--- config.mk ---
export PLATFORM = sky130hd
export DESIGN_NAME = lbbs_ram
export DESIGN_NICKNAME = d
export VERILOG_FILES = /design/src/hdl/latency_bounded_beacon_store_defines.svh /design/src/hdl/lbbs_ram.sv
export SDC_FILE = /design/constraint.sdc
export NUM_CORES = 1
export LEC_CHECK = 0
export ABC_AREA = 1
export ABC_CLOCK_PERIOD_IN_PS = 1300
export BUFFER_PORTS_ARGS = -buffer_cell sky130_fd_sc_hd__buf_4
export CORE_ASPECT_RATIO = 1.25
export CORE_MARGIN = 2
export CORE_UTILIZATION = 45
export DETAILED_ROUTE_END_ITERATION = 8
export GPL_TIMING_DRIVEN = 0
export PLACE_DENSITY = 0.73
export SETUP_SLACK_MARGIN = 0.1
export SLEW_MARGIN = 0
export SYNTH_ARGS = -nofsm -noshare
export SYNTH_HDL_FRONTEND = slang
export SYNTH_SLANG_ARGS = --single-unit
--- constraint.sdc ---
create_clock -name i_clk -period 1.3 [get_ports i_clk]
set_clock_uncertainty 0.15 [all_clocks]
set_input_delay 0.13 -clock i_clk [delete_from_list [all_inputs] [get_ports i_clk]]
set_output_delay 0.13 -clock i_clk [all_outputs]
set_load 0.03 [all_outputs]
--- src/hdl/latency_bounded_beacon_store_defines.svh ---
// Assertion macros for the beacon store.
// Uses i_clk and i_rst_n of the module that expands them.
`ifndef LATENCY_BOUNDED_BEACON_STORE_DEFINES_SVH
`define LATENCY_BOUNDED_BEACON_STORE_DEFINES_SVH

// condition holds at every edge outside reset
`define LBBS_ASSERT(lbl, cond, msg) \
    lbl: assert property (@(posedge i_clk) disable iff (!i_rst_n) (cond)) else $error(msg);

// same-cycle implication
`define LBBS_ASSERT_IMP(lbl, ante, cons, msg) \
    lbl: assert property (@(posedge i_clk) disable iff (!i_rst_n) (ante) |-> (cons)) \
        else $error(msg);

// next-cycle implication
`define LBBS_ASSERT_NXT(lbl, ante, cons, msg) \
    lbl: assert property (@(posedge i_clk) disable iff (!i_rst_n) (ante) |=> (cons)) \
        else $error(msg);

`endif

--- src/hdl/lbbs_ram.sv ---
// Generic single-write, single-read synchronous RAM, registered read data.
// No dependencies.
module lbbs_ram #(
    parameter int WIDTH  = 8,
    parameter int DEPTH  = 16,
    parameter int ADDR_W = (DEPTH > 1) ? $clog2(DEPTH) : 1
) (
    input  logic              i_clk,
    input  logic              i_we,
    input  logic [ADDR_W-1:0] i_waddr,
    input  logic [WIDTH-1:0]  i_wdata,
    input  logic              i_re,
    input  logic [ADDR_W-1:0] i_raddr,
    output logic [WIDTH-1:0]  o_rdata
);

    logic [WIDTH-1:0] r_mem [DEPTH];
    logic [WIDTH-1:0] r_rdata;

    always_ff @(posedge i_clk) begin
        if (i_we) begin
            r_mem[i_waddr] <= i_wdata;
        end
    end

    always_ff @(posedge i_clk) begin
        if (i_re) begin
            r_rdata <= r_mem[i_raddr];
        end
    end

    assign o_rdata = r_rdata;

endmodule

# Word-level counts from Yosys, hierarchy flattened
# Memories as Yosys holds them, arrays and structs flattened. A register that Yosys moved wholly into a read port is not among the register bits.
# Index checks and enable logic that the tools add are counted.
# totals
reg_bits	0
latch_bits	0
mem_bits_rw	128
rom_bits	0
input_bits	19
output_inout_bits	8
word_cells	3
n_memories	1
# op_classes
n_addsub	0
multipliers	0
n_div	0
order_cmp	0
eq_ne	0
shifts	0
mux	2
n_bitwise	0
n_reduce_logical	0
# memory_table
memory	words	width	rd	rd_clocked_by_memory_dff	wr	line	source
r_mem	16	8	1	1	1	lbbs_ram.sv:17	logic [WIDTH-1:0] r_mem [DEPTH];
# op_table
cell	count
2-to-1 mux 1 bit	2

# Depth between registers and ports, before layout
# logic_depth
ltp_word	2
mapped_depth	8
ltp_nobuf	7

# Least setup slack after synthesis
# Ideal clock, no wire load.
# synth_timing
path_type	input to register
from	input port i_waddr[3]
to	memory r_mem[4][0], enable pin
setup_ns	0.370
t_arrival_ns	0.711
slack_ns	0.069
path_stages	2
n_path_buf	0
path_cell_list	nand3b_1 nor2_1
# synth_rtl
element	line	source
from (decl)	lbbs_ram.sv:10	input logic [ADDR_W-1:0] i_waddr,
to (decl)	lbbs_ram.sv:17	
# Straight into the memory's write port.

==> impl_metrics.yaml <==
run_status:
  status: "completed"
final_layout:
  areaGrowthSynthToFinish_pct: 24.1
  nFillCells: 1002
  stdcell_count: 783
  most-common-layout-cells: "nand2_1 (161), edfxtp_1 (136), inv_1 (97), nand3_1 (59), nand3_2 (38)"
  fin_nets: 621
  seqCellArea_sq_mm: 0.00408
  diodes: 0
  layout_commonest_cell: "nand2_1"
  utilization_pct: 57.3
  multiInputGateArea_sq_mm: 0.00147
  drive_gt1_share_pct: 23.9
detailed_routing:
  drtAntennaViolNets: 0
  routed_wl_um: 14800
  wl_per_cell_um: 18.9
  via_count: 4169
  drcViolationCount: 0
  drtIter0Drc: 596
  first_pass_iters: 6
  via_per_inst: 5.32
die:
  core_area_sq_mm: 0.0127
  die-width_um: 106
  io_pins: 27
  die_h_um: 131
  initial_core_util_pct: 46.2
  die_area_sq_mm: 0.0139
  std_cell_rows: 46
cts:
  htree_levels: 4
  cts_setup_buffers: 0
  clk_pin_slew_worst_paths_ns: 0.06
  clk_path_buf_depth: 2
  clock-root-buffer: "clkbuf_16"
  clkLatencyLatePin_ns: 0.42
  cts_buffers: 17
  clock-sinks: 136
  cts_tree: "done"
placement:
  portBuffers: 23
  routabilityCongestion: 0.878
  dpl.cell_count: 742
  dp_hpwl_um: 9130
worst_setup_path:
  crit_fanout: 1
  crit_buf_inv: 1
  cp.arrival_ns: 1.30
  cp_slowest_cell: "edfxtp_1"
  slowest_delay_ns: 0.38
  start_kind: "flip-flop"
  cp-end-kind: "flip-flop"
  path_delay_family: "simple AND/OR/NAND/NOR gates"
  crit_chain: "inv_1 -> nand2_1 -> nand3_1 -> nand3_1 -> nand3_2 -> nand2_1"
  critical_path_class: "flip-flop to flip-flop"
  critPathRequiredTime_ns: 1.33
logic_synthesis:
  synth_compound_area_share_pct: 0
  netlist_area_sq_mm: 0.00585
  synth.distinct_cells: 11
  synth.area.mux_share_pct: 0
  ys_seq_area_share_pct: 69.8
  ys_seq_elements: 136
  synthXorXnorAreaFrac_pct: 0
  synth_adder_area_share_pct: 0
  synth_fp_nets: 570
  synth_top_family_by_area: "simple AND/OR/NAND/NOR gates"
  yosys_warnings: 0
  synth-simple-area-share_pct: 20.8
  syn_inst: 551
  syn_avg_cell_area_sq_um: 10.6
hold_path:
  hold_class: "input pin to flip-flop"
sta:
  hold_viol: 0
  slew_headroom_pct: 55.2
  slew_violations: 0
  fin_crit_sh_pct: 98.1
  rsz0062_at_grt: "yes"
  finalSetupViolCount: 0
  fmax_ghz: 0.784
  worst_pin_slew_ns: 0.670
  min_period_ns: 1.28
grt:
  grt_overflow: 0
  grt_max_degree: 17
  grt_util_all_layers_pct: 21.6
  grt_pass1_wl_um: 21800
  antenna_found_initial: 0
  grt_pass1_vias: 4024
power:
  vdd_drop_max_mv: 0.864
  p_int_w: 0.00862
  p_comb_share_pct: 7.4
  power_density_mw_per_mm2: 1520
  p_clk_share_pct: 47.5
  p_leak_nw: 3.09
  p_sw_w: 0.00240
  pwr-share-seq_pct: 45.1
  switching_share_pct: 21.8
run:
  maxCapViolCount: 0
==> kinds of logic after synthesis <==
kind of cell | count (synthesis)
simple gates | 289
flops | 136
buf+inv | 126
==> worst paths after layout <==
check,from,end,slack (ns),cells after the start
max,r_mem[8][4],o_rdata[4],0.02,6
min,i_raddr[2],o_rdata[4],0.05,4
max reg2reg,r_mem[8][4],o_rdata[4],0.02,6
min reg2reg,r_mem[5][4],o_rdata[4],0.61,6
==> timing repair <==
item	4_1_cts	5_1_grt
pin swaps	13	14
gates resized for setup	42	33
setup endpoints to repair	80	56
hold buffers	9	0
endpoints found under the hold margin	136	0
==> state kept, by name (all words and copies together) (netlist names) <==
signal	flops
o_rdata	8
r_mem	128
==> through the flow <==
step / area (sq um) / total power, W / TNS [ns] / setup slack, ns / hold WS, ns
6_report: 7250 / 0.0110 / 0 / 0.0245 / 0.0530
5_1_grt: 7250 / 0.0113 / -0.0685 / -0.0390 / 0.0975
4_1_cts: 7140 / 0.0110 / 0 / 0.0202 / 0.0510
3_5_place_dp: 6230 / 0.00574 / -44.20 / -0.485 / 0.276
3_3_place_gp: 6230 / 0.00572 / -40.03 / -0.460 / 0.265
2_1_floorplan: 5850 / 0.00544 / 0 / 0.0692 / 0.0789
==> power groups by stage <==
stage / Clock, W / Combinational, W / Sequential (W)
detailed placement: 0 / 0.000683 / 0.00506
CTS: 0.00524 / 0.000765 / 0.00497
finish: 0.00523 / 0.000818 / 0.00497
global placement: 0 / 0.000665 / 0.00505
floorplan: 0 / 0.000346 / 0.00510
global route: 0.00543 / 0.000870 / 0.00498
==> metal layers <==
layer  up-vias  wire, um  share of wire (%)  GRT usage (%)
li1       1886         -                  -              -
met1      2004      5290                 36           24.6
met2       228      7540                 51           36.9
met3        51      1320                8.9           6.30
met4         0       639                4.3           10.5
met5         -         0                  0              0
==> synth_stat cells (all sizes together) <==
cell    number  share of area, %
edfxtp     136                70
nand3       97               8.3
buf         24               2.8
nor2        17               1.1
nand2      173                11
nand3b       2              0.26
inv        102               6.5
==> final cells by class <==
class                   count  share of cell area [%]
flip-flops and latches    136                    56.3
multi-input cells         289                    20.2
clock buffers              17                    5.86
inverters                 102                    5.28
repair buffers             32                    4.04
clock inverters            15                    3.10
well taps                 168                    2.90
plain buffers              24                    2.31
==> worst register-to-register path: stages, from the launching register on <==
cell and delay, ns:
edfxtp_1 0.38, inv_1 0.07, nand2_1 0.06, nand3_1 0.09, nand3_1 0.10, nand3_2 0.11, nand2_1 0.07
(Power assumes the default switching activity.)
