==> src/hdl/latency_bounded_beacon_store_defines.svh <==
// Assertion macros for the beacon store.
// Uses i_clk and i_rst_n of the module that expands them.
`ifndef LATENCY_BOUNDED_BEACON_STORE_DEFINES_SVH
`define LATENCY_BOUNDED_BEACON_STORE_DEFINES_SVH

// condition holds at every edge outside reset
`define LBBS_ASSERT(lbl, cond, msg) \
    lbl: assert property (@(posedge i_clk) disable iff (!i_rst_n) (cond)) else $error(msg);

// same-cycle implication
`define LBBS_ASSERT_IMP(lbl, ante, cons, msg) \
    lbl: assert property (@(posedge i_clk) disable iff (!i_rst_n) (ante) |-> (cons)) \
        else $error(msg);

// next-cycle implication
`define LBBS_ASSERT_NXT(lbl, ante, cons, msg) \
    lbl: assert property (@(posedge i_clk) disable iff (!i_rst_n) (ante) |=> (cons)) \
        else $error(msg);

`endif

==> src/hdl/lbbs_pkg.sv <==
// Package for the beacon store: sizes, entry/row types, request/result structs.
// No dependencies.
package lbbs_pkg;

    localparam int NUM_DST    = 64;
    localparam int NUM_IFACES = 16;
    localparam int SLOTS      = 8;

    localparam int NBKT   = NUM_DST * NUM_IFACES;
    localparam int BKT_W  = (NBKT > 1) ? $clog2(NBKT) : 1;
    localparam int SLOT_W = (SLOTS > 1) ? $clog2(SLOTS) : 1;
    localparam int FILL_W = $clog2(SLOTS + 1);

    localparam int DST_W = 6;
    localparam int ING_W = 4;
    localparam int ID_W  = 16;
    localparam int LAT_W = 32;
    localparam int CAP_W = 4;

    localparam int IN_W  = 64;
    localparam int OUT_W = 56;

    localparam logic [CAP_W-1:0] CAP_RST = CAP_W'(8);

    localparam logic OP_OFFER  = 1'b0;
    localparam logic OP_REMOVE = 1'b1;

    typedef struct packed {
        logic [ID_W-1:0]  id;
        logic [LAT_W-1:0] lat;
    } t_entry;

    typedef t_entry [SLOTS-1:0] t_row;

    typedef struct packed {
        logic             op;
        logic             in_range;
        logic [ID_W-1:0]  id;
        logic [LAT_W-1:0] lat;
    } t_req;

    typedef struct packed {
        logic             accepted;
        logic             evicted;
        logic [ID_W-1:0]  ev_id;
        logic [LAT_W-1:0] ev_lat;
        logic             removed;
    } t_result;

    // zero reads as one, anything above SLOTS saturates
    function automatic logic [FILL_W-1:0] f_eff_cap(input logic [CAP_W-1:0] c);
        logic [FILL_W-1:0] r;
        if (c == '0) begin
            r = FILL_W'(1);
        end else if (int'(c) > SLOTS) begin
            r = FILL_W'(SLOTS);
        end else begin
            r = FILL_W'(c);
        end
        return r;
    endfunction

endpackage

==> src/hdl/lbbs_update.sv <==
// Bucket row update: registered compare stage, then insert/evict/delete of the row.
// Depends on lbbs_pkg.
module lbbs_update import lbbs_pkg::*; (
    input  logic              i_clk,
    input  logic              i_cmp_en,
    input  t_req              i_req,
    input  t_row              i_row,
    input  logic [FILL_W-1:0] i_fill,
    input  logic [FILL_W-1:0] i_cap,
    output t_row              o_row,
    output logic [FILL_W-1:0] o_fill,
    output logic              o_wr,
    output t_result           o_res
);

    logic [SLOTS-1:0] n_gt, n_eq;
    logic [SLOTS-1:0] r_gt, r_eq;
    logic             r_full;
    t_row             r_row;
    logic [FILL_W-1:0] r_fill;
    t_req             r_req;

    always_comb begin
        for (int k = 0; k < SLOTS; k++) begin
            n_gt[k] = (FILL_W'(k) < i_fill) && (i_row[k].lat > i_req.lat);
            n_eq[k] = (FILL_W'(k) < i_fill) && (i_row[k].lat == i_req.lat)
                      && (i_row[k].id == i_req.id);
        end
    end

    always_ff @(posedge i_clk) begin
        if (i_cmp_en) begin
            r_gt   <= n_gt;
            r_eq   <= n_eq;
            r_full <= (i_fill >= i_cap);
            r_row  <= i_row;
            r_fill <= i_fill;
            r_req  <= i_req;
        end
    end

    logic              is_offer, evict, ins, match;
    logic [FILL_W-1:0] eff, last;
    logic [SLOTS-1:0]  after;
    t_row              ins_row, del_row;
    t_entry            new_ent, worst;
    logic              run;
    int                prev;

    assign is_offer = (r_req.op == OP_OFFER);
    assign evict    = is_offer && r_full && (|r_gt);
    assign ins      = is_offer && (!r_full || evict);
    assign match    = (r_req.op == OP_REMOVE) && (|r_eq);
    assign eff      = evict ? r_fill - FILL_W'(1) : r_fill;
    assign last     = r_fill - FILL_W'(1);
    assign worst    = r_row[last[SLOT_W-1:0]];
    assign new_ent  = '{id: r_req.id, lat: r_req.lat};

    always_comb begin
        run  = 1'b0;
        prev = 0;
        for (int k = 0; k < SLOTS; k++) begin
            after[k] = (FILL_W'(k) < eff) ? r_gt[k] : 1'b1;
        end
        for (int k = 0; k < SLOTS; k++) begin
            prev = (k == 0) ? 0 : k - 1;
            if (!after[k]) begin
                ins_row[k] = r_row[k];
            end else if (k == 0 || !after[prev]) begin
                ins_row[k] = new_ent;
            end else begin
                ins_row[k] = r_row[prev];
            end
        end
        for (int k = 0; k < SLOTS; k++) begin
            run = run | r_eq[k];
            if (run && k < SLOTS - 1) begin
                del_row[k] = r_row[(k < SLOTS - 1) ? k + 1 : k];
            end else begin
                del_row[k] = r_row[k];
            end
        end
    end

    always_comb begin
        o_row  = ins ? ins_row : del_row;
        o_wr   = r_req.in_range && (ins || match);
        o_fill = r_fill;
        if (ins && !evict) begin
            o_fill = r_fill + FILL_W'(1);
        end else if (match) begin
            o_fill = r_fill - FILL_W'(1);
        end
        o_res          = '0;
        if (r_req.in_range) begin
            o_res.accepted = ins;
            o_res.evicted  = evict;
            o_res.ev_id    = evict ? worst.id : '0;
            o_res.ev_lat   = evict ? worst.lat : '0;
            o_res.removed  = match;
        end
    end

endmodule

==> config.mk <==
export PLATFORM = sky130hd
export DESIGN_NAME = lbbs_update
export DESIGN_NICKNAME = d
export VERILOG_FILES = /design/src/hdl/latency_bounded_beacon_store_defines.svh /design/src/hdl/lbbs_pkg.sv /design/src/hdl/lbbs_update.sv
export SDC_FILE = /design/constraint.sdc
export NUM_CORES = 2
export LEC_CHECK = 0
export BUFFER_PORTS_ARGS = -buffer_cell sky130_fd_sc_hd__buf_2
export CAP_MARGIN = 40
export CORE_AREA = 5 5 341 343
export CTS_CLUSTER_SIZE = 12
export DETAILED_ROUTE_END_ITERATION = 10
export DIE_AREA = 0 0 346 348
export GPL_TIMING_DRIVEN = 0
export HOLD_SLACK_MARGIN = 0.05
export RECOVER_POWER = 100
export SLEW_MARGIN = 20
export SYNTH_ARGS = -nofsm -noshare
export SYNTH_HDL_FRONTEND = slang
export SYNTH_SLANG_ARGS = --single-unit
==> constraint.sdc <==
create_clock -name i_clk -period 11.7 [get_ports i_clk]
set_input_delay 2.34 -clock i_clk [delete_from_list [all_inputs] [get_ports i_clk]]
set_output_delay 2.34 -clock i_clk [all_outputs]
set_load 0.005 [all_outputs]
[Word level (Yosys, flattened, before mapping)]
Index checks and enable logic that the tools add are counted.
Word-level totals
  ROM bits: 0
  register bits: 455
  input port bits: 444
  output and inout port bits: 440
  memories kept: 0
  memory bits (writable): 0
  latch bits: 0
Cells by class
  reductions and logical operators: 36
  shifts and indexed selects: 0
  multipliers: 0
  div/mod/pow operators: 0
  multiplexer cells: 39
  order comparisons: 26
  eq/ne operators: 16
  bitwise operators: 7
  add/subtract/negate cells: 2
Operators by type and width (number)
  48-bit 2-to-1 mux: 23
  384-bit 2-to-1 mux: 1
  32-bit == test: 8
  32-bit > comparator: 8
  48-bit binary-select mux with 3-bit select: 1
  16-bit == test: 8
  51-bit 2-to-1 mux: 1
  3-bit by 4-bit < comparator with 1-bit output (first input constant): 8
  32-bit 2-to-1 mux: 1
  1-bit logical AND: 30
  1-bit by 4-bit < comparator with 1-bit output (first input constant): 4
  2-bit by 4-bit < comparator with 1-bit output (first input constant): 4
  16-bit 2-to-1 mux: 1
  8-bit OR reduction: 2
  4-bit 2-to-1 mux: 3
  1-bit 2-to-1 mux: 8
  1-bit bitwise OR: 6
  4-bit by 1-bit adder with 4-bit output (second input constant): 1
  4-bit greater-or-equal comparator: 1
  3-bit by 4-bit < comparator with 1-bit output (second input constant): 1
  4-bit by 1-bit subtractor with 4-bit output (second input constant): 1
  1-bit logical NOT: 2
  1-bit logical OR: 2
  1-bit NOT: 1

[Longest topological paths before layout]
  word-level depth: 9
  depth in mapped cells: 15
  depth with buffers taken out: 8

[Least setup slack after synthesis]
No wires, ideal clock.
  path type: register to output
  from: reg r_fill[0]
  to: out o_res[24] (netlist bit)
  data required time: 9.360 ns
  data arrival time: 3.498 ns
  path buffers: 6
  stages on the path, launching flop included: 12
  slack: 5.862 ns
  path through: edfxtp_1 -> buf_2 -> clkbuf_1 -> clkbuf_1 -> buf_1 -> inv_1 -> ha_1 -> clkbuf_1 -> buf_1 -> mux4_2 -> nand2_1 -> a21oi_1
RTL lines
  start, declared: RTL line lbbs_update.sv:20  | logic [FILL_W-1:0] r_fill;
  start signal, assigned: RTL line lbbs_update.sv:37  | r_fill <= i_fill;
  end, declared: RTL line lbbs_update.sv:13  | output t_result o_res

==> out/metrics.yaml <==
ios: 884
setup_viol: 0
synth.area.top_cells: "edfxtp_1, ha_1, mux2i_1, mux4_2, nand2_1"
timing.critical_path.mode_cell: "clkbuf_1"
hpwl_mm: 178.8
firstDrtPassIters: 6
clockBufferDepth: 3
cts_tree: "built"
relSlewSlack_pct: -177.7
cts_hold_buf: 0
power.switching_uw: 2476
power_frac_clock_pct: 30.9
track_usage_pct: 34.80
grt_start_max_net_pins: 90
grt_antenna_before_repair: 40
synth_flop_cell: "edfxtp_1"
p_seq_share_pct: 33.7
max_stage_delay_ps: 890
nNetsFinal: 5116
yosysTopAreaCellShare_pct: 39.12
holdPathStages: 1
hold_end: "new_ent[42]$_DFFE_PP_"
worstHoldPathType: "input port to register"
grt_overflow: 0
power_density_nw_per_um2: 145.8
clkSinkCount: 455
wire_per_inst_um: 36.96
grt_pass1_wl_mm: 294.5
status: "complete, but fails checks"
cts-buffers-inserted: 59
critPathRequiredTime_ps: 9360
path_cells: "clkbuf_1 -> clkbuf_1 -> clkbuf_1 -> clkbuf_1 -> clkbuf_1 -> inv_1 -> ha_1 -> clkbuf_1 -> nand2_1 -> nand2_1 -> a32oi_1 -> a31oi_1 -> buf_2 -> buf_2 -> o22ai_1 -> a31oi_1 -> clkbuf_2"
synth_area_per_cell_um2: 10.29
period_share_pct: 91.78
instances_no_fill: 5996
slew_viol_final: 466
rsz0062_at_grt: "false"
die_area_um2: 120400
avgViaCountPerCell: 6.136
cts_root_buf: "clkbuf_16"
hold_viol: 0
n_fill_cell: 12010
cp-start-kind: "register"
ys_warn_count: 0
intPower_uw: 3758
start_util_pct: 30.84
critPathCaptureType: "primary output"
dieWidth_um: 346
cpMaxStageDelayCell: "clkbuf_1"
ctsHtreeMaxLevel: 2
cts_setup_buffers: 0
synth_cells: 3394
synth_fp_nets: 4100
drc_errors: 0
dr_total_vias: 36790
core_area_um2: 113300
placed_cells: 5851
clk_pin_slew_ps: 60
synth_area_leader_cell: "edfxtp_1"
drive_above_1_share_pct: 11.69
drtIter0Drc: 5331
ir_drop_mv: 0.1173
maxCapViolations: 7
p_leak_uw: 0.01641
ctsResizeCount: 0
pwr-share-comb_pct: 35.4
wl_mm: 221.6
swShare_pct: 39.72
violations: "capacitance limit, slew limit"
synthArstFlopShare_pct: 0
synth_most_common_cell: "edfxtp_1"
total_power_uw: 6234
fin_setup_tns_ps: 0
path_class: "register to primary output"
place_congestion: 0.9875
syn_to_final_growth_pct: 22.44
port_buffers: 883
synth.ff_latch_count: 455
synth_cell_types: 70
rows: 124
synth-seq-area-share_pct: 39.12
timing.hold.ws_ps: 1815
fin_util_pct: 37.76
die_h_um: 348
worstMarginPinSlew_ps: 4165
synth_edf_count: 455
cp.arrival_ps: 8400
fmax_ghz: 0.09313
syn_area_um2: 34930
period_needed_ps: 10740
antenna_left: 0
holdCritStartpoint: "i_req[42]"
ys_top_cells_by_count: "edfxtp_1, nand2_1, nor2_1, mux2i_1, ha_1"
worstPathMaxFanout: 10
grt_pass1_vias: 35780
==> final cells by class <==
type / count / area [um^2] / area share (%)
Antenna cell: 26 / 65.06 / 0.1521
Buffer: 292 / 1207 / 2.823
Clock buffer: 65 / 1520 / 3.555
Clock inverter: 44 / 420.4 / 0.9830
Inverter: 160 / 600.6 / 1.404
Multi-Input combinational cell: 2487 / 19240 / 45.00
Sequential cell: 455 / 13660 / 31.95
Tap cell: 1512 / 1892 / 4.424
Timing Repair Buffer: 955 / 4153 / 9.710
==> critical path: cells and delay by family (launching register included) <==
family | cells | cell delay, ps
compound gates | 4 | 1530
fa+ha+maj | 1 | 400
buf+inv | 10 | 5100
flops | 1 | 360
simple gates | 2 | 280
==> through the flow <==
step                area [um^2]  worst slack [ps]
CTS                       43940              2048
global placement          41240             636.9
finish                    42770             961.9
detailed placement        42000              2812
floorplan                 34930              5862
global route              42730              1003
==> state kept, by name, summed over array words and instances (netlist names) <==
name / cells
r_row: 336
del_row: 48
new_ent: 48
r_eq: 8
r_gt: 8
r_fill: 4
r_req: 2
r_full: 1
==> cell families (layout without fill, tap and decap cells) <==
| family | Yosys count | count (layout) | synth area share (%) |
|---|---|---|---|
| muxes | 388 | 388 | 14.57 |
| xor gates and xnor gates | 134 | 134 | 3.360 |
| DFF | 455 | 455 | 39.12 |
| and+or+nand+nor | 910 | 910 | 11.60 |
| other | 0 | 26 | 0 |
| buffers and inverters | 452 | 1516 | 5.255 |
| AOI/OAI and AO/OA | 793 | 793 | 16.72 |
| adders and majority gates | 262 | 262 | 9.385 |
==> power groups by stage <==
| stage | Sequential, uW | Combinational [uW] | Clock [uW] |
|---|---|---|---|
| after floorplan | 2060 | 1070 | 0 |
| after global placement | 2140 | 2170 | 0 |
| after detailed placement | 2120 | 2230 | 0 |
| after CTS | 2080 | 2240 | 1930 |
| after global routing | 2110 | 2300 | 1990 |
| final | 2100 | 2210 | 1920 |
==> per-layer routing <==
layer	global-route usage, %	wire length [um]
met5	0	168
met1	42.75	83380
met3	9.342	23070
met2	55.85	99350
met4	19.10	15640
==> placed cells by master (no fill, tap or decap), types with 76 or more instances in the layout <==
cell type | synthesis | layout
o21ai_0 | 98 | 100
a221oi_1 | 68 | 94
nand2_1 | 295 | 295
nor3_1 | 113 | 113
o22ai_1 | 98 | 98
a21oi_1 | 118 | 120
xor2_1 | 90 | 90
nor2_1 | 293 | 294
mux4_2 | 96 | 96
buf_2 | 60 | 195
ha_1 | 262 | 262
nand3_1 | 76 | 76
mux2i_1 | 290 | 290
edfxtp_1 | 455 | 455
inv_1 | 160 | 160
clkbuf_1 | 198 | 966
a211oi_1 | 115 | 115
==> worst max-delay path by stage <==
stage / from / to / slack, ps / depth (start not counted)
after floorplan: r_fill[0]$_DFFE_PP_ / o_res[24] / 5860 / 11
after global placement: i_cmp_en / r_row[136]$_DFFE_PP_ / 640 / 1
after detailed placement: r_fill[0]$_DFFE_PP_ / o_row[373] / 2810 / 16
after CTS: r_fill[0]$_DFFE_PP_ / o_row[373] / 2050 / 16
after global routing: r_fill[0]$_DFFE_PP_ / o_row[174] / 1000 / 19
final: r_fill[0]$_DFFE_PP_ / o_row[222] / 960 / 17
Note: power is estimated with default switching activity, not from simulation.
